===== src/rtl/epbm_pkg.sv =====
// Shared constants, types and state encodings of the edge polyline breakpoint marker.
package epbm_pkg;

   localparam int COORD_BITS = 12;
   localparam int FRAC_BITS  = 8;
   localparam int LEN_BITS   = 16 + FRAC_BITS;
   localparam int THR_BITS   = 24;

   // Squared distance, radicand and root widths of the distance unit.
   localparam int D2_BITS   = 2 * COORD_BITS + 1;
   localparam int RES_BITS  = (D2_BITS + 2 * FRAC_BITS + 1) / 2;
   localparam int RAD_BITS  = 2 * RES_BITS;
   localparam int REM_BITS  = RES_BITS + 2;
   localparam int CNT_BITS  = $clog2(RES_BITS);
   localparam int ROOT_CMP_BITS = (RES_BITS > LEN_BITS) ? RES_BITS : LEN_BITS;
   localparam int DIFF_CMP_BITS = (LEN_BITS > THR_BITS) ? LEN_BITS : THR_BITS;

   localparam logic [63:0] D2_SAT = 64'h0000_0001_0000_0000;

   typedef logic [COORD_BITS-1:0] coord_type;
   typedef logic [LEN_BITS-1:0]   len_type;
   typedef logic [THR_BITS-1:0]   thr_type;

   localparam len_type LEN_MAX   = '1;
   localparam thr_type THR_RESET = THR_BITS'(256);

   typedef struct packed {
      coord_type x;
      coord_type y;
   } point_type;

   typedef enum logic [2:0] {
      DIST_IDLE,
      DIST_SQX,
      DIST_SQY,
      DIST_ROOT,
      DIST_DONE
   } dist_state_type;

   typedef enum logic [2:0] {
      ST_IDLE,
      ST_DIST,
      ST_DECIDE,
      ST_EMIT_PRIOR,
      ST_EMIT_LAST
   } ctrl_state_type;

endpackage


===== src/rtl/epbm_req_if.sv =====
// Input point channel: valid/ready handshake carrying one edge point per beat.
interface epbm_req_if;
   logic                valid;
   logic                ready;
   epbm_pkg::coord_type point_x;
   epbm_pkg::coord_type point_y;
   logic                first_of_edge;
   logic                last_of_edge;

   modport source (output valid, point_x, point_y, first_of_edge, last_of_edge,
                   input ready);
   modport sink   (input valid, point_x, point_y, first_of_edge, last_of_edge,
                   output ready);
endinterface


===== src/rtl/epbm_rsp_if.sv =====
// Result channel: valid/ready handshake carrying one keep decision per beat.
interface epbm_rsp_if;
   logic                valid;
   logic                ready;
   epbm_pkg::coord_type kept_x;
   epbm_pkg::coord_type kept_y;
   logic                keep_point;
   logic                last_of_run;

   modport source (output valid, kept_x, kept_y, keep_point, last_of_run,
                   input ready);
   modport sink   (input valid, kept_x, kept_y, keep_point, last_of_run,
                   output ready);
endinterface


===== src/rtl/epbm_dist.sv =====
// Distance unit: squares both offsets on one multiplier in turn, then a bit-serial integer square root.
module epbm_dist (
   input  logic                clock,
   input  logic                reset,
   input  logic                start,
   input  epbm_pkg::point_type a_pt,
   input  epbm_pkg::point_type b_pt,
   output logic                done,
   output epbm_pkg::len_type   len
);

   epbm_pkg::dist_state_type state_ff, state_in;

   epbm_pkg::coord_type dx_ff, dx_in, dy_ff, dy_in, mul_op;
   logic [2*epbm_pkg::COORD_BITS-1:0] sq_ff, sq_in, prod;
   logic [epbm_pkg::D2_BITS-1:0]      d2_sum;
   logic [63:0]                       d2_wide;
   logic [epbm_pkg::RAD_BITS-1:0]     rad_ff, rad_in;
   logic [epbm_pkg::REM_BITS-1:0]     rem_ff, rem_in, rem_sh, trial;
   logic [epbm_pkg::RES_BITS-1:0]     root_ff, root_in;
   logic [epbm_pkg::CNT_BITS-1:0]     cnt_ff, cnt_in;
   logic [epbm_pkg::ROOT_CMP_BITS-1:0] root_wide;
   logic                              sat_ff, sat_in, ge;

   // Next state.
   always_comb begin
      state_in = state_ff;
      unique case (state_ff)
         epbm_pkg::DIST_IDLE: begin
            if (start) state_in = epbm_pkg::DIST_SQX;
         end
         epbm_pkg::DIST_SQX:  state_in = epbm_pkg::DIST_SQY;
         epbm_pkg::DIST_SQY:  state_in = epbm_pkg::DIST_ROOT;
         epbm_pkg::DIST_ROOT: begin
            if (cnt_ff == '0) state_in = epbm_pkg::DIST_DONE;
         end
         epbm_pkg::DIST_DONE: state_in = epbm_pkg::DIST_IDLE;
         default:             state_in = epbm_pkg::DIST_IDLE;
      endcase
   end

   // Outputs of the state machine.
   always_comb begin
      done   = (state_ff == epbm_pkg::DIST_DONE);
      mul_op = (state_ff == epbm_pkg::DIST_SQX) ? dx_ff : dy_ff;
   end

   // Datapath: one multiplier shared by both squares, one root bit per cycle.
   always_comb begin
      prod    = mul_op * mul_op;
      d2_sum  = epbm_pkg::D2_BITS'(sq_ff) + epbm_pkg::D2_BITS'(prod);
      d2_wide = 64'(d2_sum);
      rem_sh  = {rem_ff[epbm_pkg::RES_BITS-1:0], rad_ff[epbm_pkg::RAD_BITS-1 -: 2]};
      trial   = {root_ff, 2'b01};
      ge      = (rem_sh >= trial);

      dx_in   = dx_ff;
      dy_in   = dy_ff;
      sq_in   = sq_ff;
      rad_in  = rad_ff;
      rem_in  = rem_ff;
      root_in = root_ff;
      cnt_in  = cnt_ff;
      sat_in  = sat_ff;

      unique case (state_ff)
         epbm_pkg::DIST_IDLE: begin
            if (start) begin
               dx_in = (a_pt.x > b_pt.x) ? a_pt.x - b_pt.x : b_pt.x - a_pt.x;
               dy_in = (a_pt.y > b_pt.y) ? a_pt.y - b_pt.y : b_pt.y - a_pt.y;
            end
         end
         epbm_pkg::DIST_SQX: begin
            sq_in = prod;
         end
         epbm_pkg::DIST_SQY: begin
            rad_in  = epbm_pkg::RAD_BITS'(d2_sum) << (2 * epbm_pkg::FRAC_BITS);
            sat_in  = (d2_wide >= epbm_pkg::D2_SAT);
            rem_in  = '0;
            root_in = '0;
            cnt_in  = epbm_pkg::CNT_BITS'(epbm_pkg::RES_BITS - 1);
         end
         epbm_pkg::DIST_ROOT: begin
            rem_in  = ge ? rem_sh - trial : rem_sh;
            root_in = {root_ff[epbm_pkg::RES_BITS-2:0], ge};
            rad_in  = rad_ff << 2;
            cnt_in  = cnt_ff - 1'b1;
         end
         epbm_pkg::DIST_DONE: begin
         end
         default: begin
         end
      endcase
   end

   assign root_wide = epbm_pkg::ROOT_CMP_BITS'(root_ff);
   assign len = (sat_ff || root_wide > epbm_pkg::ROOT_CMP_BITS'(epbm_pkg::LEN_MAX)) ?
                epbm_pkg::LEN_MAX : epbm_pkg::LEN_BITS'(root_ff);

   always_ff @(posedge clock) begin
      if (reset) begin
         state_ff <= epbm_pkg::DIST_IDLE;
      end else begin
         state_ff <= state_in;
      end
      dx_ff   <= dx_in;
      dy_ff   <= dy_in;
      sq_ff   <= sq_in;
      rad_ff  <= rad_in;
      rem_ff  <= rem_in;
      root_ff <= root_in;
      cnt_ff  <= cnt_in;
      sat_ff  <= sat_in;
   end

endmodule


===== src/rtl/edge_polyline_breakpoint_marker.sv =====
// Top level of the edge polyline breakpoint marker: control, state and result beats.
//
// Edge points arrive one per beat on req_chan and each point's keep flag leaves on
// rsp_chan once the following point has settled it, in point order, with the last
// point of an edge always kept. A point that opens an edge runs no distance units.
// Every other point runs two distance units side by side (step from the previous
// point, chord from the anchor). Each unit squares its offsets in turn, extracts a
// 21-bit square root one bit per cycle and then flags its result. The keep decision
// follows in its own state, so such a point keeps the block busy after it is taken
// until its first result beat is offered. Each result beat is held until taken,
// and a point yields at most two beats. The block takes no new point until the
// results of the current one have all been taken. The threshold register is written
// through csr_wr_en/csr_wr_data and resets to 1.0 pixel.
module edge_polyline_breakpoint_marker (
   input  logic                  clock,
   input  logic                  reset,
   epbm_req_if.sink              req_chan,
   epbm_rsp_if.source            rsp_chan,
   input  logic                  csr_wr_en,
   input  epbm_pkg::thr_type     csr_wr_data
);

   epbm_pkg::ctrl_state_type state_ff, state_in;

   epbm_pkg::thr_type   thr_ff;
   epbm_pkg::coord_type anchor_x_ff, anchor_x_in, anchor_y_ff, anchor_y_in;
   epbm_pkg::coord_type prior_x_ff, prior_x_in, prior_y_ff, prior_y_in;
   epbm_pkg::coord_type cur_x_ff, cur_x_in, cur_y_ff, cur_y_in;
   epbm_pkg::coord_type emit_x_ff, emit_x_in, emit_y_ff, emit_y_in;
   epbm_pkg::len_type   arc_ff, arc_in, sum_ff, sum_in;
   epbm_pkg::len_type   step_len, chord_len, diff;
   logic [epbm_pkg::LEN_BITS:0] arc_add;
   logic                prior_keep_ff, prior_keep_in;
   logic                inside_ff, inside_in;
   logic                cur_last_ff, cur_last_in;
   logic                has_prior_ff, has_prior_in;
   logic                emit_keep_ff, emit_keep_in;
   logic                req_beat, rsp_beat, new_edge, brk, start_dist;
   logic                step_done, chord_done;
   epbm_pkg::point_type prior_pt, anchor_pt, cur_pt;

   assign req_beat = req_chan.valid && req_chan.ready;
   assign rsp_beat = rsp_chan.valid && rsp_chan.ready;

   // A point opens a new edge when it says so, or when no edge is open.
   assign new_edge = req_chan.first_of_edge || !inside_ff;

   assign prior_pt  = '{x: prior_x_ff,  y: prior_y_ff};
   assign anchor_pt = '{x: anchor_x_ff, y: anchor_y_ff};
   assign cur_pt    = '{x: req_chan.point_x, y: req_chan.point_y};

   // Step length from the previous point and chord from the anchor run in lockstep.
   epbm_dist u_step (
      .clock (clock),
      .reset (reset),
      .start (start_dist),
      .a_pt  (prior_pt),
      .b_pt  (cur_pt),
      .done  (step_done),
      .len   (step_len)
   );

   epbm_dist u_chord (
      .clock (clock),
      .reset (reset),
      .start (start_dist),
      .a_pt  (anchor_pt),
      .b_pt  (cur_pt),
      .done  (chord_done),
      .len   (chord_len)
   );

   // The arc saturates at the largest representable length.
   assign arc_add = {1'b0, arc_ff} + {1'b0, step_len};

   // The previous point breaks the polyline when |arc - chord| exceeds the threshold.
   assign diff = (sum_ff > chord_len) ? sum_ff - chord_len : chord_len - sum_ff;
   assign brk  = epbm_pkg::DIFF_CMP_BITS'(diff) > epbm_pkg::DIFF_CMP_BITS'(thr_ff);

   // Next state.
   always_comb begin
      state_in = state_ff;
      unique case (state_ff)
         epbm_pkg::ST_IDLE: begin
            if (req_beat) begin
               priority if (!new_edge)          state_in = epbm_pkg::ST_DIST;
               else if (inside_ff)              state_in = epbm_pkg::ST_EMIT_PRIOR;
               else if (req_chan.last_of_edge)  state_in = epbm_pkg::ST_EMIT_LAST;
               else                             state_in = epbm_pkg::ST_IDLE;
            end
         end
         epbm_pkg::ST_DIST: begin
            if (step_done) state_in = epbm_pkg::ST_DECIDE;
         end
         epbm_pkg::ST_DECIDE: state_in = epbm_pkg::ST_EMIT_PRIOR;
         epbm_pkg::ST_EMIT_PRIOR: begin
            if (rsp_chan.ready) begin
               state_in = cur_last_ff ? epbm_pkg::ST_EMIT_LAST : epbm_pkg::ST_IDLE;
            end
         end
         epbm_pkg::ST_EMIT_LAST: begin
            if (rsp_chan.ready) state_in = epbm_pkg::ST_IDLE;
         end
         default: state_in = epbm_pkg::ST_IDLE;
      endcase
   end

   // Handshake and result payload. The pending previous point goes first; the
   // closing point of an edge follows and is always kept.
   always_comb begin
      req_chan.ready      = (state_ff == epbm_pkg::ST_IDLE);
      start_dist          = (state_ff == epbm_pkg::ST_IDLE) && req_beat && !new_edge;
      rsp_chan.valid      = (state_ff == epbm_pkg::ST_EMIT_PRIOR) ||
                            (state_ff == epbm_pkg::ST_EMIT_LAST);
      if (state_ff == epbm_pkg::ST_EMIT_LAST) begin
         rsp_chan.kept_x      = cur_x_ff;
         rsp_chan.kept_y      = cur_y_ff;
         rsp_chan.keep_point  = 1'b1;
         rsp_chan.last_of_run = 1'b1;
      end else begin
         rsp_chan.kept_x      = emit_x_ff;
         rsp_chan.kept_y      = emit_y_ff;
         rsp_chan.keep_point  = emit_keep_ff;
         rsp_chan.last_of_run = !cur_last_ff;
      end
   end

   // Tracking state of the open edge.
   always_comb begin
      anchor_x_in   = anchor_x_ff;
      anchor_y_in   = anchor_y_ff;
      prior_x_in    = prior_x_ff;
      prior_y_in    = prior_y_ff;
      prior_keep_in = prior_keep_ff;
      cur_x_in      = cur_x_ff;
      cur_y_in      = cur_y_ff;
      cur_last_in   = cur_last_ff;
      inside_in     = inside_ff;
      has_prior_in  = has_prior_ff;
      emit_x_in     = emit_x_ff;
      emit_y_in     = emit_y_ff;
      emit_keep_in  = emit_keep_ff;
      arc_in        = arc_ff;
      sum_in        = sum_ff;

      unique case (state_ff)
         epbm_pkg::ST_IDLE: begin
            if (req_beat) begin
               cur_x_in    = req_chan.point_x;
               cur_y_in    = req_chan.point_y;
               cur_last_in = req_chan.last_of_edge;
               inside_in   = !req_chan.last_of_edge;
               if (new_edge) begin
                  // An edge left open ends at its previous point, which is kept.
                  has_prior_in  = inside_ff;
                  emit_x_in     = prior_x_ff;
                  emit_y_in     = prior_y_ff;
                  emit_keep_in  = 1'b1;
                  anchor_x_in   = req_chan.point_x;
                  anchor_y_in   = req_chan.point_y;
                  prior_x_in    = req_chan.point_x;
                  prior_y_in    = req_chan.point_y;
                  prior_keep_in = 1'b1;
                  arc_in        = '0;
               end else begin
                  has_prior_in  = 1'b1;
               end
            end
         end
         epbm_pkg::ST_DIST: begin
            if (step_done) begin
               sum_in = arc_add[epbm_pkg::LEN_BITS] ? epbm_pkg::LEN_MAX :
                        arc_add[epbm_pkg::LEN_BITS-1:0];
            end
         end
         epbm_pkg::ST_DECIDE: begin
            emit_x_in    = prior_x_ff;
            emit_y_in    = prior_y_ff;
            emit_keep_in = brk || prior_keep_ff;
            if (brk) begin
               // The previous point becomes the anchor and the arc restarts at the
               // last step, which then equals the chord, so the point is settled.
               anchor_x_in = prior_x_ff;
               anchor_y_in = prior_y_ff;
               arc_in      = step_len;
            end else begin
               arc_in      = sum_ff;
            end
            prior_x_in    = cur_x_ff;
            prior_y_in    = cur_y_ff;
            prior_keep_in = 1'b0;
         end
         epbm_pkg::ST_EMIT_PRIOR: begin
         end
         epbm_pkg::ST_EMIT_LAST: begin
         end
         default: begin
         end
      endcase
   end

   always_ff @(posedge clock) begin
      if (reset) begin
         state_ff     <= epbm_pkg::ST_IDLE;
         thr_ff       <= epbm_pkg::THR_RESET;
         inside_ff    <= 1'b0;
         has_prior_ff <= 1'b0;
         cur_last_ff  <= 1'b0;
      end else begin
         state_ff     <= state_in;
         inside_ff    <= inside_in;
         has_prior_ff <= has_prior_in;
         cur_last_ff  <= cur_last_in;
         if (csr_wr_en) begin
            thr_ff <= csr_wr_data;
         end
      end
      anchor_x_ff   <= anchor_x_in;
      anchor_y_ff   <= anchor_y_in;
      prior_x_ff    <= prior_x_in;
      prior_y_ff    <= prior_y_in;
      prior_keep_ff <= prior_keep_in;
      cur_x_ff      <= cur_x_in;
      cur_y_ff      <= cur_y_in;
      emit_x_ff     <= emit_x_in;
      emit_y_ff     <= emit_y_in;
      emit_keep_ff  <= emit_keep_in;
      arc_ff        <= arc_in;
      sum_ff        <= sum_in;
   end

   // The two distance units are started together and must finish together.
   a_units_lockstep: assert property (@(posedge clock) disable iff (reset)
      step_done == chord_done)
      else $error("distance units out of step");

   // After a break the arc length restarts at the last step length.
   a_break_restart: assert property (@(posedge clock) disable iff (reset)
      (state_ff == epbm_pkg::ST_DECIDE && brk) |=> (arc_ff == $past(step_len)))
      else $error("arc length not restarted after a break");

   // Once the final beat of a point is taken the block is free for the next point.
   a_run_closes: assert property (@(posedge clock) disable iff (reset)
      (rsp_beat && rsp_chan.last_of_run) |=> (!rsp_chan.valid && req_chan.ready))
      else $error("result run did not close");

   // A prior result beat exists only where a pending point was recorded.
   a_prior_recorded: assert property (@(posedge clock) disable iff (reset)
      (state_ff == epbm_pkg::ST_EMIT_PRIOR) |-> has_prior_ff)
      else $error("prior result without a pending point");

endmodule

===== src/flat_wrapper.sv =====
// flat-port wrapper written by rule: the top's interface ports become plain ports
module edge_polyline_breakpoint_marker_flat 
  (clock, reset, csr_wr_en, csr_wr_data, req_chan_valid, req_chan_point_x, req_chan_point_y, req_chan_first_of_edge, req_chan_last_of_edge, req_chan_ready, rsp_chan_valid, rsp_chan_kept_x, rsp_chan_kept_y, rsp_chan_keep_point, rsp_chan_last_of_run, rsp_chan_ready);
  epbm_req_if req_chan_i ();
  epbm_rsp_if rsp_chan_i ();
  input  logic clock;
  input  logic reset;
  input  logic csr_wr_en;
  input  epbm_pkg::thr_type csr_wr_data;
  input wire logic [$bits(req_chan_i.valid)-1:0] req_chan_valid;
  input wire logic [$bits(req_chan_i.point_x)-1:0] req_chan_point_x;
  input wire logic [$bits(req_chan_i.point_y)-1:0] req_chan_point_y;
  input wire logic [$bits(req_chan_i.first_of_edge)-1:0] req_chan_first_of_edge;
  input wire logic [$bits(req_chan_i.last_of_edge)-1:0] req_chan_last_of_edge;
  output wire logic [$bits(req_chan_i.ready)-1:0] req_chan_ready;
  output wire logic [$bits(rsp_chan_i.valid)-1:0] rsp_chan_valid;
  output wire logic [$bits(rsp_chan_i.kept_x)-1:0] rsp_chan_kept_x;
  output wire logic [$bits(rsp_chan_i.kept_y)-1:0] rsp_chan_kept_y;
  output wire logic [$bits(rsp_chan_i.keep_point)-1:0] rsp_chan_keep_point;
  output wire logic [$bits(rsp_chan_i.last_of_run)-1:0] rsp_chan_last_of_run;
  input wire logic [$bits(rsp_chan_i.ready)-1:0] rsp_chan_ready;
  assign req_chan_i.valid = req_chan_valid;
  assign req_chan_i.point_x = req_chan_point_x;
  assign req_chan_i.point_y = req_chan_point_y;
  assign req_chan_i.first_of_edge = req_chan_first_of_edge;
  assign req_chan_i.last_of_edge = req_chan_last_of_edge;
  assign req_chan_ready = req_chan_i.ready;
  assign rsp_chan_valid = rsp_chan_i.valid;
  assign rsp_chan_kept_x = rsp_chan_i.kept_x;
  assign rsp_chan_kept_y = rsp_chan_i.kept_y;
  assign rsp_chan_keep_point = rsp_chan_i.keep_point;
  assign rsp_chan_last_of_run = rsp_chan_i.last_of_run;
  assign rsp_chan_i.ready = rsp_chan_ready;
  edge_polyline_breakpoint_marker u_core (.clock(clock), .reset(reset), .req_chan(req_chan_i), .rsp_chan(rsp_chan_i), .csr_wr_en(csr_wr_en), .csr_wr_data(csr_wr_data));
endmodule

===== config.mk =====
export PLATFORM = sky130hd
export DESIGN_NAME = edge_polyline_breakpoint_marker_flat
export DESIGN_NICKNAME = d
export VERILOG_FILES = /design/src/rtl/epbm_pkg.sv /design/src/rtl/epbm_req_if.sv /design/src/rtl/epbm_rsp_if.sv /design/src/rtl/epbm_dist.sv /design/src/rtl/edge_polyline_breakpoint_marker.sv /design/src/flat_wrapper.sv
export SDC_FILE = /design/constraint.sdc
export NUM_CORES = 2
export LEC_CHECK = 0
export ABC_AREA = 1
export BUFFER_PORTS_ARGS = -buffer_cell sky130_fd_sc_hd__buf_2
export CORE_MARGIN = 2
export CORE_UTILIZATION = 32
export CTS_CLUSTER_SIZE = 8
export DETAILED_ROUTE_END_ITERATION = 16
export MAX_ROUTING_LAYER = met4
export PLACE_DENSITY = 0.48
export SLEW_MARGIN = 25
export SYNTH_ARGS = -nofsm -noshare
export SYNTH_HDL_FRONTEND = slang
export SYNTH_HIERARCHICAL = 1
export SYNTH_SLANG_ARGS = --single-unit

===== constraint.sdc =====
create_clock -name clock -period 5.85 [get_ports clock]
set_input_delay 0.2925 -clock clock [delete_from_list [all_inputs] [get_ports clock]]
set_output_delay 0.2925 -clock clock [all_outputs]
set_load 0.02 [all_outputs]

* Word level (Yosys, flattened, before mapping)
Index checks and enable logic that the tools add are counted.
Word-level totals: register bits after elaboration 455, output and inout bits 28
Operators by class: $mul 2, eq/ne operators 21, order comparisons 10, reduce and logical (&&, ||, !) cells 27, muxes and demuxes 61, $add $sub $neg 17
Operators by type and width (number):
- two-way mux 12 bit | 18
- case mux 21 bit (2 select lines) | 4
- case mux 42 bit (2 select lines) | 2
- two-way mux 24 bit | 6
- case mux 12 bit (2 select lines) | 6
- subtractor 12 bit | 8
- adder 24 x 24 -> 25 bit | 3
- greater-than comparator 12 bit | 4
- greater-than comparator 21 x 24 -> 1 bit, second input constant | 2
- greater-than comparator 24 bit | 2
- multiplier 12 x 12 -> 24 bit | 2
- case mux 24 bit (2 select lines) | 1
- subtractor 24 bit | 2
- >= comparator 23 bit | 2
- two-way mux 21 bit | 2
- subtractor 21 bit | 2
- two-way mux 3 bit | 11
- case mux 3 bit (4 select lines) | 2
- case mux 5 bit (2 select lines) | 2
- equality test 3 x 2 -> 1 bit, second input constant | 6
- case mux 3 bit (5 select lines) | 1
- inequality test 2 bit, second input constant | 6
- AND reduction 2 bit | 6
- logical NOT 5 bit | 2
- other kinds (13) | 36

* Longest topological paths before layout
depth after elaboration 7, gate-level depth with buffers 38

* Hierarchy
The synthesis kept the hierarchy.
By module, submodules not included:
- epbm_dist at u_core.u_chord | area each 14431.3 sq um, times used 1, sequential area each 3663.5 sq um, cells each 1933
- epbm_dist at u_core.u_step | area each 14393.8 sq um, times used 1, sequential area each 3663.5 sq um, cells each 1926
- edge_polyline_breakpoint_marker | area each 12682.2 sq um, times used 1, sequential area each 4964.8 sq um, cells each 1742

* Worst setup path before layout
No wires, ideal clock.
path kind register to register, from register u_core.u_chord.state_ff[1], to register u_core/u_chord/rad_ff[39] (netlist bit) (data pin), arrival time 6126 ps, clock period less this slack 6379 ps, cell stages (with the launch flop) 31, data required time 5596 ps, slack -529 ps, library setup time 254 ps, cells stage by stage dfxtp_1 inv_1 nand3_2 buf_2 o21ai_2 inv_2 nor2_1 inv_1 fa_1 fa_1 fa_1 fa_1 fa_1 inv_1 ha_1 nand2_1 nor2_1 inv_1 or2_2 o21ai_0 xor2_1 ha_1 nand2_1 inv_1 nand2_1 nor3_1 nand3_1 nand3_1 nand2_1 nand3_1 nand2_1
Between the ends: longest elaborated chain between the ends 5, elaborated cells between the ends (all ways) 7, those cells by class add/sub (1); mul (1); eq/ne (3); mux (2)
RTL lines:
- start, declared | line epbm_dist.sv:12 | epbm_pkg::dist_state_type state_ff, state_in;
- start signal, assigned | line epbm_dist.sv:102 | state_ff <= epbm_pkg::DIST_IDLE;
- start signal, assigned | line epbm_dist.sv:104 | state_ff <= state_in;
- equality test 3 x 1 -> 1 bit | line epbm_dist.sv:45 | mul_op = (state_ff == epbm_pkg::DIST_SQX) ? dx_ff : dy_ff;
- two-way mux 12 bit | line epbm_dist.sv:45
- multiplier 12 x 12 -> 24 bit | line epbm_dist.sv:50 | prod = mul_op * mul_op;
- net u_core.u_chord.prod, one bit | line epbm_dist.sv:15 | logic [2*epbm_pkg::COORD_BITS-1:0] sq_ff, sq_in, prod;
- adder 24 x 24 -> 25 bit | line epbm_dist.sv:51 | d2_sum = epbm_pkg::D2_BITS'(sq_ff) + epbm_pkg::D2_BITS'(prod);
- case mux 42 bit (2 select lines) | line epbm_dist.sv:66 | unique case (state_ff)
- net u_core.u_chord.rad_in, one bit | line epbm_dist.sv:18 | logic [epbm_pkg::RAD_BITS-1:0] rad_ff, rad_in;
- end signal, assigned | line epbm_dist.sv:109 | rad_ff <= rad_in;
- end, declared | line epbm_dist.sv:18
The timed path passes the listed nets, and every way through them passes these cells. The select of a mux whose other input is x is not followed. A chain may end at the register's enable or synchronous reset.

* Final worst setup path
from register u_core.u_step.state_ff[0], to register u_core/u_step/rad_ff[39] (netlist bit) (data pin)
Between the ends: longest elaborated chain between the ends 5, elaborated cells between the ends (all ways) 7, those cells by class add/sub (1); mul (1); eq/ne (3); mux (2)
RTL lines (line):
- start, declared | epbm_dist.sv:12
- start signal, assigned | epbm_dist.sv:102
- start signal, assigned | epbm_dist.sv:104
- equality test 3 x 1 -> 1 bit | epbm_dist.sv:45
- two-way mux 12 bit | epbm_dist.sv:45
- multiplier 12 x 12 -> 24 bit | epbm_dist.sv:50
- net u_core.u_step.prod, one bit | epbm_dist.sv:15
- adder 24 x 24 -> 25 bit | epbm_dist.sv:51
- case mux 42 bit (2 select lines) | epbm_dist.sv:66
- net u_core.u_step.rad_in, one bit | epbm_dist.sv:18
- end signal, assigned | epbm_dist.sv:109
- end, declared | epbm_dist.sv:18
The timed path passes the listed nets, and every way through them passes these cells. The select of a mux whose other input is x is not followed.

==> results.json <==
{
  "worst_r2r_endpoint": "u_core/u_step/rad_ff[39]$_DFFE_PN_",
  "cpMostUsedCell": "nand2_1",
  "min_to": "u_core/state_ff[2]$_SDFFE_PP0P_",
  "start_util_pct": 32.1,
  "maxCapViolCount": 0,
  "cts_tree": "built",
  "routed.top_layer": "met4",
  "avgSynthCellArea_um2": 7.41,
  "max_freq_mhz": 155,
  "crit_type": "flop to flop",
  "setup.worst_path.start_class": "flop",
  "drc": 0,
  "fin_ws_ps": -590,
  "dp.final_hpwl_um": 95400,
  "rows": 132,
  "num-fill-cells": 13300,
  "routedWlPerCell_um": 15.2,
  "slowest_stage": "fa_2",
  "grt_use_total_pct": 18.5,
  "vias_per_cell": 4.59,
  "setup-tns-final_ps": -11500,
  "drive_above_1_share_pct": 21.0,
  "coreArea_um2": 129000,
  "cts.clk_slew.worst_paths_ps": 50,
  "hold_depth": 2,
  "clock_sinks": 421,
  "r2r_start": "u_core/u_step/state_ff[0]$_SDFFE_PP0P_",
  "cts_buffer_depth": 3,
  "hold_path_class": "input pin to flop",
  "first_pass_iters": 5,
  "slew_viol_final": 0,
  "syn-cell-area_um2": 41500,
  "cts_buffers": 60,
  "gp_congestion": 0.927,
  "period_minus_slack_ps": 6440,
  "worstRegToRegCells": 31,
  "dieWidth_um": 364,
  "fin_nets": 6757,
  "slowest_delay_ps": 600,
  "tightest_slew_ps": 945,
  "end_kind": "flop",
  "final_util_pct": 40.7,
  "required_ps": 6240,
  "wl_met3_um": 3070,
  "htree_levels": 2,
  "drt.antenna.violating_nets": 0,
  "cp.arrival_ps": 6830,
  "hold_start": "reset",
  "fin_hold_ws_ps": 136,
  "clock_latency_ps": 660,
  "routed-wl-met2_um": 60700,
  "finalCritPeriodShare_pct": 110,
  "failed_checks": "negative setup slack",
  "port_buffers": 82,
  "vias": 36400,
  "overflow": 0,
  "die_height_um": 364,
  "grt_pass1_vias": 36100,
  "rsz0062_at_grt": "yes",
  "syn-instance-count": 5600,
  "cts_root_buffer": "clkbuf_16",
  "grt_max_degree": 67,
  "syn_to_final_growth_pct": 26.6,
  "design.portCount": 83,
  "status": "complete, but fails checks",
  "hold_viol_final": 0,
  "antenna_found_initial": 0,
  "finalSetupViolCount": 28,
  "wl_met1_um": 53800,
  "r2r_slack_ps": -590,
  "grt_pass1_wl_um": 192000,
  "drt_iter0_drc": 1749,
  "cp_max_fo": 9,
  "slew_headroom_pct": 36.5,
  "die_area_um2": 133000,
  "routed_wl_um": 121000,
  "clock_skew_ps": 23.7,
  "ys.warnings.count": 6
}
[routing by layer]
metal  track usage (%)  vias to the layer above
met2              32.5                      474
met1              22.7                    17000
met5                 -                        -
met4              4.95                        0
li1                  -                    18700
met3              1.60                      167
[critical path: cells and delay by family (launching register included)]
kind	cells	cell delay, ps
AOI/OAI and AO/OA	2	490
buffers and inverters	6	480
and+or+nand+nor	16	1700
DFF	1	330
adders and majority gates	7	3200
[worst max-delay path by stage]
stage	startpoint	endpoint	slack (ps)	depth (start not counted)
floorplan	u_core/u_chord/state_ff[1]$_SDFFE_PP0P_	u_core/u_chord/rad_ff[39]$_DFFE_PN_	-60	30
global placement	u_core/u_chord/state_ff[1]$_SDFFE_PP0P_	u_core/u_chord/rad_ff[32]$_DFFE_PN_	-810	31
detailed placement	u_core/u_step/state_ff[0]$_SDFFE_PP0P_	u_core/u_step/rad_ff[36]$_DFFE_PN_	-860	28
CTS	u_core/u_step/state_ff[0]$_SDFFE_PP0P_	u_core/u_step/rad_ff[39]$_DFFE_PN_	-670	33
global route	u_core/u_step/state_ff[0]$_SDFFE_PP0P_	u_core/u_step/rad_ff[39]$_DFFE_PN_	-950	32
finish	u_core/u_step/state_ff[0]$_SDFFE_PP0P_	u_core/u_step/rad_ff[39]$_DFFE_PN_	-590	31
[state kept, by name, summed over array words and instances (netlist names), 21 cells and up]
signal	cells
u_core/arc_ff	24
u_core/sum_ff	24
u_core/thr_ff	24
u_core/u_chord/rad_ff	26
u_core/u_chord/rem_ff	21
u_core/u_chord/root_ff	21
u_core/u_chord/sq_ff	23
u_core/u_step/rad_ff	26
u_core/u_step/rem_ff	21
u_core/u_step/root_ff	21
u_core/u_step/sq_ff	23
[area by class of cell]
type	instances	area [µm²]	share of cell area, %
antenna	1	2.50	0.00476
clock buffer	99	1720	3.27
clock inverter	3	23.8	0.0452
inverter	1085	4150	7.89
multi-input combinational	3974	27500	52.2
sequential	421	12300	23.4
tap	1742	2180	4.15
timing repair buffer	597	4730	9.00
[through the flow]
step,cell area (µm²),instances,setup WS (ps)
finish,52600,7922,-590
global route,52600,7921,-953
CTS,50700,7874,-669
detailed placement,46700,7673,-858
global placement,46700,7673,-811
floorplan,42100,5604,-58.3
[timing repair]
item	in CTS	in global routing
endpoints found under the hold margin	53	0
buffers inserted	46	49
endpoints found under the setup margin	35	37
pin swaps	135	190
resized for setup	325	325
hold buffers	53	0
[cells in the final DEF, fill, tap and decap left out, types with 24 or more instances in the layout]
cell type	n
a21oi_1	228
a21oi_2	39
a21oi_4	24
buf_2	82
buf_4	404
buf_6	45
clkbuf_1	34
clkbuf_16	62
dfxtp_1	30
dlygate4sd3_1	53
edfxtp_1	386
fa_1	158
ha_1	337
ha_4	52
inv_1	984
inv_2	73
nand2_1	1413
nand2_2	115
nand2_4	39
nand3_1	243
nand3_2	38
nand3b_1	54
nand4_1	45
nor2_1	432
nor2_2	77
nor2_4	54
nor3_1	37
o21ai_0	174
o21ai_1	33
o21ai_2	27
o21ai_4	30
o21bai_1	34
xnor2_1	28
xor2_1	119
Power is not shown: default switching activity piles up to over one toggle a cycle in this logic, so the estimate is an artifact.
